==> config.mk <==
export PLATFORM = sky130hd
export DESIGN_NAME = ack_retransmit_tracker_unit
export DESIGN_NICKNAME = d
export VERILOG_FILES = /design/src/rtl/art_pkg.sv /design/src/rtl/ack_retransmit_tracker_unit.sv
export VERILOG_INCLUDE_DIRS = /design/src /design/src/rtl
export SDC_FILE = /design/constraint.sdc
export NUM_CORES = 2
export LEC_CHECK = 0
export ABC_AREA = 1
export BUFFER_PORTS_ARGS = -buffer_cell sky130_fd_sc_hd__buf_2
export CORE_MARGIN = 2
export CORE_UTILIZATION = 65
export CTS_BUF_LIST = sky130_fd_sc_hd__clkbuf_8
export DETAILED_ROUTE_END_ITERATION = 8
export GPL_TIMING_DRIVEN = 1
export HOLD_SLACK_MARGIN = 0.05
export PLACE_DENSITY = 0.84
export SLEW_MARGIN = 40
export SYNTH_ARGS = -nofsm -noshare
export SYNTH_HDL_FRONTEND = slang
export SYNTH_SLANG_ARGS = --single-unit
==> constraint.sdc <==
create_clock -name clk -period 23.6 [get_ports clk]
set_input_delay 4.72 -clock clk [delete_from_list [all_inputs] [get_ports clk]]
set_output_delay 4.72 -clock clk [all_outputs]
set_load 0.03 [all_outputs]
==> src/rtl/assert_macros.svh <==
// Assertion helpers, clocked on clk and disabled while rst_n is low.
`ifndef ASSERT_MACROS_SVH
`define ASSERT_MACROS_SVH

// Same-cycle implication.
`define ASSERT_NOW(label, ante, cons) \
    label: assert property (@(posedge clk) disable iff (!rst_n) (ante) |-> (cons)) \
        else $error("assertion failed: same-cycle check");

// Next-cycle implication.
`define ASSERT_NEXT(label, ante, cons) \
    label: assert property (@(posedge clk) disable iff (!rst_n) (ante) |=> (cons)) \
        else $error("assertion failed: next-cycle check");

`endif

==> src/rtl/art_pkg.sv <==
package art_pkg;

    localparam int DEFAULT_SLOTS   = 4;
    localparam int DATA_W          = 64;
    localparam int INTERVAL_W      = 24;
    localparam int ATTEMPT_W       = 3;
    localparam int SLOT_W          = 2;
    localparam int STATUS_W        = 3;
    localparam int OP_W            = 2;

    localparam logic [INTERVAL_W-1:0] INTERVAL_RESET = 24'd400000;
    localparam logic [ATTEMPT_W-1:0]  MAX_ATT_RESET  = 3'd6;

    typedef enum logic [OP_W-1:0] {
        OP_SUBMIT = 2'd0,
        OP_ACK    = 2'd1,
        OP_TICK   = 2'd2,
        OP_NONE   = 2'd3
    } op_t;

    typedef enum logic [STATUS_W-1:0] {
        STAT_HELD      = 3'd0,
        STAT_FULL      = 3'd1,
        STAT_ACKED     = 3'd2,
        STAT_UNMATCHED = 3'd3,
        STAT_RETX      = 3'd4,
        STAT_GIVEUP    = 3'd5,
        STAT_IDLE      = 3'd6
    } status_t;

    typedef enum logic [1:0] {
        S_IDLE,
        S_READ,
        S_CHECK,
        S_WRITE
    } state_t;

    // Register indexes on the configuration port.
    typedef enum logic {
        REG_INTERVAL = 1'b0,
        REG_MAX_ATT  = 1'b1
    } reg_idx_t;

    typedef struct packed {
        logic [DATA_W-1:0]    device;
        logic [DATA_W-1:0]    tag;
        logic [ATTEMPT_W-1:0] attempts;
        logic [DATA_W-1:0]    due;
    } entry_t;

endpackage

==> src/rtl/ack_retransmit_tracker_unit.sv <==
// Channel   | Direction | Contents
// s_axis    | in        | tuser: op; tdata: node_id, command_tag, now_us
// m_axis    | out       | tuser: status; tdata: slot, out_node_id, out_command_tag,
//           |           |        attempt_count
// apb       | in/out    | reg 0 retry_interval_us at 0x0, reg 1 max_attempts at 0x4
//
// An item is accepted in S_IDLE, then each slot scanned takes a memory read (S_READ)
// and a compare on the shared 65-bit adder (S_CHECK), plus a write (S_WRITE) when a
// slot is claimed or retransmitted.
// Reset clears the valid bits and loads the register defaults; no clearing pass.
// A stalled m_axis holds the sequencer at its final step until the result is taken.
`include "assert_macros.svh"

module ack_retransmit_tracker_unit #(
    parameter int SLOTS = art_pkg::DEFAULT_SLOTS
) (
    input  logic         clk,
    input  logic         rst_n,
    // s_tdata, low bit up: node_id[63:0], command_tag[127:64], now_us[191:128]
    input  logic [191:0] s_tdata,
    // s_tuser: op[1:0]
    input  logic [1:0]   s_tuser,
    input  logic         s_tvalid,
    output logic         s_tready,
    // m_tdata, low bit up: slot[1:0], out_node_id[65:2], out_command_tag[129:66],
    // attempt_count[132:130], zero fill[135:133]
    output logic [135:0] m_tdata,
    // m_tuser: status[2:0]
    output logic [2:0]   m_tuser,
    output logic         m_tvalid,
    input  logic         m_tready,
    input  logic         psel,
    input  logic         penable,
    input  logic         pwrite,
    input  logic [2:0]   paddr,
    input  logic [31:0]  pwdata,
    output logic [31:0]  prdata,
    output logic         pready
);

    localparam int IDX_W = (SLOTS > 1) ? $clog2(SLOTS) : 1;
    localparam int DW    = art_pkg::DATA_W;
    localparam int AW    = art_pkg::ATTEMPT_W;

    // Configuration registers
    logic [art_pkg::INTERVAL_W-1:0] interval_reg;
    logic [AW-1:0]                  max_att_reg;
    logic                           cfg_write;
    art_pkg::reg_idx_t              cfg_idx;

    assign pready    = 1'b1;
    assign cfg_write = psel && penable && pwrite && pready;
    assign cfg_idx   = art_pkg::reg_idx_t'(paddr[2]);

    always_ff @(posedge clk or negedge rst_n)
    begin
        if (!rst_n)
        begin
            interval_reg <= art_pkg::INTERVAL_RESET;
            max_att_reg  <= art_pkg::MAX_ATT_RESET;
        end
        else if (cfg_write)
        begin
            unique case (cfg_idx)
                art_pkg::REG_INTERVAL: interval_reg <= pwdata[art_pkg::INTERVAL_W-1:0];
                art_pkg::REG_MAX_ATT:  max_att_reg  <= pwdata[AW-1:0];
                default:               interval_reg <= interval_reg;
            endcase
        end
    end

    always_comb
    begin
        unique case (cfg_idx)
            art_pkg::REG_INTERVAL: prdata = {{(32-art_pkg::INTERVAL_W){1'b0}}, interval_reg};
            art_pkg::REG_MAX_ATT:  prdata = {{(32-AW){1'b0}}, max_att_reg};
            default:               prdata = '0;
        endcase
    end

    // Sequencer state
    art_pkg::state_t   state_reg, state_next;
    logic [IDX_W-1:0]  idx_reg, idx_next;
    logic [SLOTS-1:0]  valid_reg, valid_next;

    // Request held while it is worked on
    art_pkg::op_t      op_reg;
    logic [DW-1:0]     dev_reg;
    logic [DW-1:0]     tag_reg;
    logic [DW-1:0]     now_reg;

    // Slot memory
    art_pkg::entry_t   mem [SLOTS];
    art_pkg::entry_t   rd_reg;
    logic              mem_we;
    art_pkg::entry_t   mem_wdata;

    // Result register
    logic                       out_valid_reg;
    art_pkg::status_t           out_status_reg;
    logic [art_pkg::SLOT_W-1:0] out_slot_reg;
    logic [DW-1:0]              out_dev_reg;
    logic [DW-1:0]              out_tag_reg;
    logic [AW-1:0]              out_att_reg;

    logic                       load_out;
    art_pkg::status_t           res_status;
    logic [DW-1:0]              res_dev;
    logic [DW-1:0]              res_tag;
    logic [AW-1:0]              res_att;
    logic                       res_slot_en;

    logic                       out_free;
    logic                       accept;
    logic                       last_slot;
    logic                       slot_vld;
    logic                       key_match;

    // Shared adder: now - due for the due check, now + interval for a new due time
    logic [DW-1:0]              add_b;
    logic                       add_cin;
    logic [DW:0]                add_sum;
    logic                       due_reached;

    assign s_tready  = (state_reg == art_pkg::S_IDLE);
    assign accept    = s_tvalid && s_tready;
    assign out_free  = !out_valid_reg || m_tready;
    assign last_slot = (idx_reg == IDX_W'(SLOTS - 1));
    assign slot_vld  = valid_reg[idx_reg];
    assign key_match = (rd_reg.device == dev_reg) && (rd_reg.tag == tag_reg);

    always_comb
    begin
        if (state_reg == art_pkg::S_WRITE)
        begin
            add_b   = {{(DW-art_pkg::INTERVAL_W){1'b0}}, interval_reg};
            add_cin = 1'b0;
        end
        else
        begin
            add_b   = ~rd_reg.due;
            add_cin = 1'b1;
        end
    end

    assign add_sum     = {1'b0, now_reg} + {1'b0, add_b} + {{DW{1'b0}}, add_cin};
    assign due_reached = add_sum[DW];

    always_comb
    begin
        state_next  = state_reg;
        idx_next    = idx_reg;
        valid_next  = valid_reg;
        mem_we      = 1'b0;
        mem_wdata   = rd_reg;
        load_out    = 1'b0;
        res_status  = art_pkg::STAT_IDLE;
        res_dev     = '0;
        res_tag     = '0;
        res_att     = '0;
        res_slot_en = 1'b0;

        unique case (state_reg)
            art_pkg::S_IDLE:
            begin
                if (accept)
                begin
                    idx_next   = '0;
                    state_next = art_pkg::S_READ;
                end
            end

            art_pkg::S_READ:
            begin
                state_next = art_pkg::S_CHECK;
            end

            art_pkg::S_CHECK:
            begin
                priority if (op_reg == art_pkg::OP_SUBMIT && !slot_vld)
                begin
                    state_next = art_pkg::S_WRITE;
                end
                else if (op_reg == art_pkg::OP_ACK && slot_vld && key_match)
                begin
                    res_status  = art_pkg::STAT_ACKED;
                    res_att     = rd_reg.attempts;
                    res_slot_en = 1'b1;
                    if (out_free)
                    begin
                        load_out            = 1'b1;
                        valid_next[idx_reg] = 1'b0;
                        state_next          = art_pkg::S_IDLE;
                    end
                end
                else if (op_reg == art_pkg::OP_TICK && slot_vld && due_reached)
                begin
                    if (rd_reg.attempts >= max_att_reg)
                    begin
                        // Limit reached: free the slot
                        res_status  = art_pkg::STAT_GIVEUP;
                        res_dev     = rd_reg.device;
                        res_tag     = rd_reg.tag;
                        res_att     = rd_reg.attempts;
                        res_slot_en = 1'b1;
                        if (out_free)
                        begin
                            load_out            = 1'b1;
                            valid_next[idx_reg] = 1'b0;
                            state_next          = art_pkg::S_IDLE;
                        end
                    end
                    else
                    begin
                        state_next = art_pkg::S_WRITE;
                    end
                end
                else if (last_slot || op_reg == art_pkg::OP_NONE)
                begin
                    priority if (op_reg == art_pkg::OP_SUBMIT)
                        res_status = art_pkg::STAT_FULL;
                    else if (op_reg == art_pkg::OP_ACK)
                        res_status = art_pkg::STAT_UNMATCHED;
                    else
                        res_status = art_pkg::STAT_IDLE;
                    if (out_free)
                    begin
                        load_out   = 1'b1;
                        state_next = art_pkg::S_IDLE;
                    end
                end
                else
                begin
                    idx_next   = idx_reg + IDX_W'(1);
                    state_next = art_pkg::S_READ;
                end
            end

            art_pkg::S_WRITE:
            begin
                res_slot_en  = 1'b1;
                mem_wdata.due = add_sum[DW-1:0];
                if (op_reg == art_pkg::OP_SUBMIT)
                begin
                    mem_wdata.device   = dev_reg;
                    mem_wdata.tag      = tag_reg;
                    mem_wdata.attempts = AW'(1);
                    res_status         = art_pkg::STAT_HELD;
                    res_att            = AW'(1);
                end
                else
                begin
                    mem_wdata.attempts = rd_reg.attempts + AW'(1);
                    res_status         = art_pkg::STAT_RETX;
                    res_dev            = rd_reg.device;
                    res_tag            = rd_reg.tag;
                    res_att            = rd_reg.attempts + AW'(1);
                end
                if (out_free)
                begin
                    mem_we              = 1'b1;
                    load_out            = 1'b1;
                    valid_next[idx_reg] = 1'b1;
                    state_next          = art_pkg::S_IDLE;
                end
            end

            default:
            begin
                state_next = art_pkg::S_IDLE;
            end
        endcase
    end

    always_ff @(posedge clk or negedge rst_n)
    begin
        if (!rst_n)
        begin
            state_reg <= art_pkg::S_IDLE;
            idx_reg   <= '0;
            valid_reg <= '0;
        end
        else
        begin
            state_reg <= state_next;
            idx_reg   <= idx_next;
            valid_reg <= valid_next;
        end
    end

    always_ff @(posedge clk)
    begin
        if (accept)
        begin
            op_reg  <= art_pkg::op_t'(s_tuser);
            dev_reg <= s_tdata[DW-1:0];
            tag_reg <= s_tdata[2*DW-1:DW];
            now_reg <= s_tdata[3*DW-1:2*DW];
        end
    end

    always_ff @(posedge clk)
    begin
        if (mem_we)
        begin
            mem[idx_reg] <= mem_wdata;
        end
        rd_reg <= mem[idx_reg];
    end

    // Hold the result until it is taken
    always_ff @(posedge clk or negedge rst_n)
    begin
        if (!rst_n)
        begin
            out_valid_reg <= 1'b0;
        end
        else if (load_out)
        begin
            out_valid_reg <= 1'b1;
        end
        else if (m_tready)
        begin
            out_valid_reg <= 1'b0;
        end
    end

    always_ff @(posedge clk)
    begin
        if (load_out)
        begin
            out_status_reg <= res_status;
            out_slot_reg   <= res_slot_en ? art_pkg::SLOT_W'(idx_reg) : '0;
            out_dev_reg    <= res_dev;
            out_tag_reg    <= res_tag;
            out_att_reg    <= res_att;
        end
    end

    assign m_tvalid = out_valid_reg;
    assign m_tuser  = out_status_reg;
    assign m_tdata  = {3'b000, out_att_reg, out_tag_reg, out_dev_reg, out_slot_reg};

    `ASSERT_NEXT(a_accept_starts_scan, accept, state_reg == art_pkg::S_READ)
    `ASSERT_NEXT(a_valid_steady_on_read, state_reg == art_pkg::S_READ,
                 valid_reg == $past(valid_reg))
    `ASSERT_NOW(a_held_first_attempt,
                out_valid_reg && out_status_reg == art_pkg::STAT_HELD,
                out_att_reg == AW'(1))
    `ASSERT_NOW(a_result_only_on_finish, load_out,
                out_free && (state_reg == art_pkg::S_CHECK || state_reg == art_pkg::S_WRITE))

endmodule
# Word-level counts from Yosys, hierarchy flattened
# Memories as Yosys holds them, arrays and structs flattened. A register that Yosys moved wholly into a read port is not among the register bits.
# Index checks and enable logic that the tools add are counted.
dict set report word_totals {
  reg_bits 366
  mem_bits_rw 780
  in_bits 236
  out_inout_bits 174
  elab_cells 142
  n_memories 1
}
# memory depth width read_ports rd_ports_with_merged_regs wr line_no
set memory_table {}
lappend memory_table {mem 4 195 1 1 1 ack_retransmit_tracker_unit.sv:93} ;# art_pkg::entry_t mem [SLOTS];
dict set report classes {
  addsub 4
  order_cmp 3
  eq_ne 17
  muxes 74
  n_bitwise 5
  n_reduce_logical 23
}
# operator count
set ops {}
lappend ops {{$mux 64} 11}
lappend ops {{$pmux 64 s2} 2}
lappend ops {{$mux 195} 1}
lappend ops {{$eq 64x64->1} 2}
lappend ops {{$mux 128} 1}
lappend ops {{$add 64x64->65} 1}
lappend ops {{$add 65x1->65} 1}
lappend ops {{$not 64->64} 1}
lappend ops {{$pmux 32 s2} 1}
lappend ops {{$mux 3} 12}
lappend ops {{$mux 2} 13}
lappend ops {{$mux 4} 6}
lappend ops {{$mux 1} 18}
lappend ops {{$pmux 3 s2} 2}
lappend ops {{$eq 2x2->1 const B} 5}
lappend ops {{$logic_and 1x1->1} 10}
lappend ops {{$ne 2x2->1 const B} 5}
lappend ops {{$pmux 2 s4} 1}
lappend ops {{$pmux 4 s2} 1}
lappend ops {{$ne 3x3->1 const B} 2}
lappend ops {{$reduce_and 6->1} 1}
lappend ops {{$reduce_bool 2->1} 3}
lappend ops {{$reduce_and 5->1} 1}
lappend ops {{$and 4x4->4} 1}
lappend ops {{18 further kinds} 24}

# Logic depth before layout (Yosys ltp)
dict set report logic_depth {
  word_depth 12
  depth_mapped 27
  mapped_depth_nobuf 23
}

# Worst setup path before layout
# Ideal clock, no wire load.
dict set report synth_timing {
  path_type {input to register}
  from {in m_tready}
  to {mem mem[3][0] (netlist name), enable pin}
  setup_ns 0.754
  t_arrival_ns 13.157
  required_time_ns 22.846
  path_slack_ns 9.689
  cell_stages 4
  n_path_buf 0
  cell_sequence {nor2_1 > nor2_1 > inv_1 > nor2_1}
}
dict set report synth_via {
  elab_chain_cells 5
}
# element line_no
set synth_rtl {}
lappend synth_rtl {{start: declaration} ack_retransmit_tracker_unit.sv:31} ;# input logic m_tready,
lappend synth_rtl {{$logic_or 1x1->1} ack_retransmit_tracker_unit.sv:127} ;# assign out_free = !out_valid_reg || m_tready;
lappend synth_rtl {{$mux 1} ack_retransmit_tracker_unit.sv:259} ;# if (out_free)
lappend synth_rtl {{$mux 1} ack_retransmit_tracker_unit.sv:163} ;# unique case (state_reg)
lappend synth_rtl {{$mux 1} ack_retransmit_tracker_unit.sv:304} ;# if (mem_we)
lappend synth_rtl {{$mux 1 (implied by the code)} ack_retransmit_tracker_unit.sv:306} ;# mem[idx_reg] <= mem_wdata;
lappend synth_rtl {{end: declaration} ack_retransmit_tracker_unit.sv:93}
# No other way between the ends.

# Final worst setup path
dict set report layout_timing {
  from {in paddr[2]}
  to {out prdata[2]}
}
dict set report layout_via {
  elab_chain_cells 2
}
# element line_no
set layout_rtl {}
lappend layout_rtl {{start: declaration} ack_retransmit_tracker_unit.sv:35} ;# input logic [2:0] paddr,
lappend layout_rtl {{$not 1->1 (no line)} -}
lappend layout_rtl {{$pmux 32 s2 (*)} ack_retransmit_tracker_unit.sv:74} ;# unique case (cfg_idx)
lappend layout_rtl {{end: declaration} ack_retransmit_tracker_unit.sv:37} ;# output logic [31:0] prdata,
# Every way passes the cells marked *; elsewhere a longest branch is shown, timed or not. The select of a mux whose other input is x is not followed.

==> results by group <==
Placed design
  – Final weighted congestion of routability-driven global placement: 1.00
  – Number of port buffers: 387
  – Post-detail-place hpwl: 106 mm
  – Place WS: 13230 ps

Yosys
  – Most area-hungry cell type in the Yosys netlist: edfxtp_1
  – Top cells by instance count after synthesis: edfxtp_1, nor2_1, nand2_1, o21ai_0, inv_1
  – Mapped Avg Cell Area: 10.7 um^2
  – Number of synthesized flops with an enable pin: 1110
  – Flop and latch count out of synthesis: 1341
  – Dominant register cell in the synthesized netlist: edfxtp_1
  – Netlist area before placement: 56500 um^2
  – Unique masters post-synth: 50
  – Instance count of the mapped netlist: 5275
  – Area share of the leading cell type in the synthesized netlist: 59.0%
  – Proportion of synthesized chip area in sequential cells: 67.5%
  – Most used standard cell by instance count after synthesis: edfxtp_1
  – Leading post-synthesis cells by cell area: edfxtp_1, dfxtp_1, nor2_1
  – Total number of yosys warnings: 0
  – Post-synthesis async set-or-reset flop share: 2.68%

Run
  – Reported max-cap violation count: 0

Hold path
  – Hold Path Origin: mem[0][139]
  – Number of instances on the worst hold path: 2
  – Sink of the worst hold path: rd_reg[139]
  – Min-Delay Path Class: reg2reg

Clocking
  – Clock tree from TritonCTS: yes
  – Number of hold buffers added after cts: 0
  – Root buf cell: clkbuf_8
  – Clock sink total: 1341
  – Post-cts sizing count: 0
  – Number of CTS-inserted buffers: 202
  – Clock-pin slew on the worst setup and hold paths: 60 ps
  – Postcts setup bufs: 0
  – Maximum root-to-sink buffer count: 3
  – Clock network latency to the later pin of the worst-skew pair: 940 ps
  – Number of H-tree levels: 4

Layout
  – Area used by multi-input combinational logic: 15900 um^2
  – Fraction of final layout cells sized beyond drive strength 1: 13.5%
  – Final layout net count: 6005
  – Register Area: 38200 um^2
  – Synth-to-Final Area Change: 12.6%
  – Filler Cells Inserted: 5658
  – Number of flip-flops in the largest register: 780

Power and ir drop
  – Internal power: 5.09 mW
  – Net switching component of the power: 3.53 mW
  – Leakage component of the power: 24.8 nW
  – Part of the power in the clock network: 21.9%
  – Areal power density over the cells: 135 nW/um^2
  – Relative contribution of combinational cells to total power: 36.9%
  – Part of the total power dissipated in sequential elements: 41.2%
  – Switch share: 40.9%
  – Largest vdd supply drop: 0.0808 mV

Worst setup path
  – Internal reg-to-reg setup slack: 17380 ps
  – Most common cell type on the critical path: buf_2
  – Critical Path Source Type: primary input
  – Capture instance of the worst register-to-register path: out_tag_reg[41]
  – Critical path, cell by cell: buf_2 > inv_1 > o21ai_0 > buf_2
  – Arrival time at the worst endpoint: 5670 ps
  – CP Capture Type: primary output
  – Category of the most critical setup path: in2out
  – Number of cells on the worst reg-to-reg path: 24
  – Cell family with most CP delay: buffers and inverters
  – Max Fanout on Critical Path: 24
  – Critical path buffer and inverter count: 3
  – Worst EP required: 18880 ps
  – FF-to-FF Start: state_reg[1]
  – Standard cell with the maximum stage delay on the critical path: buf_2
  – Slowest cell delay on critical path: 350 ps

Floorplanning
  – Core box area: 86500 um^2
  – DIE AREA: 89300 um^2
  – Number of rows in the core area: 108
  – Starting density of the core: 65.4%
  – Floorplan die height: 299 um
  – Width of the die: 299 um
  – # IOs: 410

Drt
  – WL/cell: 22.9 um
  – Number of antenna-violating nets in the routed design: 0
  – Avg Vias per Cell: 6.03
  – 1st-iter DRT viols: 6010
  – Amount of wire on met3 after detailed routing: 19.5 mm
  – Via count: 42400
  – Wirelength, routed: 161 mm
  – Number of optimization iterations in the first detailed-route pass: 9
  – Length of routed met2 wiring: 74.2 mm
  – Post-route DRC violation count: 0
  – Top sig layer: met5
  – Wire length on met1: 59.0 mm

Timing
  – Final sum of negative setup slack: 0 ps
  – Final period utilization: 44.0%
  – Finish-stage setup viols: 0
  – Maximum clock skew at final layout: 62.2 ps
  – Worst slack on hold paths: 470 ps
  – Relative slew slack: 37.3%
  – Achievable frequency: 96.2 MHz
  – Final hold violations: 0
  – Worst path setup slack after routing: 13210 ps
  – Final Critical Period: 10390 ps
  – Final slew viol count: 0
  – Slew at the pin closest to its max-slew limit: 941 ps
  – RSZ-0062 raised after global routing: false

GRT
  – Total global routing overflow: 0
  – Total routing usage reported by global routing: 35.4%
  – Wire length of the first global-routing pass: 236 mm
  – Via count of the first global-routing pass: 40400
  – Antenna violations before repair: 14
  – Pin count of the biggest net entering global routing: 157

Run status
  – Outcome: finished, final reports clean
power groups by stage:
stage               registers, mW  clock network [mW]  logic [mW]
global route                 3.58                1.99        3.44
finish                       3.56                1.88        3.18
detailed placement           3.58                   0        3.05
floorplan                    3.61                   0        1.97
CTS                          3.54                1.89        3.08
global placement             3.59                   0        2.91
tightest hold or removal path: stages, from the launching register on:
cell and delay (ps):
edfxtp_1 320, nor2_1 40, o22ai_1 110
how the worst max path moves through the flow:
stage | from | end | slack [ps] | cells past startpoint
floorplan | m_tready | mem[3][0] | 9690 | 4
global placement | paddr[2] | prdata[2] | 13270 | 4
detailed placement | paddr[2] | prdata[2] | 13230 | 4
CTS | paddr[2] | prdata[2] | 13230 | 4
global route | paddr[2] | prdata[2] | 13110 | 4
finish | paddr[2] | prdata[2] | 13210 | 4
layout make-up:
type,count,area share [%]
timing repair buffer,420,3.73
sequential,1341,59.9
clock inverter,161,1.58
clock buffer,221,4.78
inverter,441,2.68
multi-input combinational,3290,25.0
tap,1155,2.27
antenna,8,0.0315
cell usage in the layout (no fill, tap or decap), drive strengths merged, types with 2 or more instances in the layout:
cell type and instances:
clkinv 59, nor4 3, nand3 124, o21a 5, nand2 894, dfxtp 195
nand4 64, nor3b 4, buf 420, conb 12, a21o 8, bufinv 8
ha 72, a31oi 10, xor2 8, and2 22, o22ai 197, nor3 34
dfrtp 28, a21boi 3, o21bai 16, dfstp 8, xnor2 57, clkbuf 221
o21ai 628, nor2 925, o211ai 5, clkinvlp 4, or2 18, edfxtp 1110
and3 2, diode 8, a21oi 160, nand3b 14, inv 531
layer usage:
layer  vias to the layer above  global-route usage (%)
met5                         -                       0
met4                        10                    17.7
met3                       521                    9.92
met2                      2875                    55.2
met1                     20000                    46.1
li1                      19000                       -
stage by stage:
step	area, um^2	power (mW)	utilization [%]	cells
floorplan	56600	5.59	-	5285
global placement	59400	6.51	68.6	6641
detailed placement	59600	6.63	68.9	6647
CTS	63600	8.51	73.6	7029
global route	63600	9.01	73.6	7035
finish	63600	8.62	73.6	7037
cells by family after synthesis:
kind of cell	after synthesis	share of synthesized area, %
other	2	0.0133
DFF	1341	67.5
xor gates and xnor gates	65	1.01
and+or+nand+nor	2105	15.5
buffers and inverters	654	4.55
adders and majority gates	73	1.63
AOI/OAI and AO/OA	1035	9.80
Power figures use the tool's default switching activity.
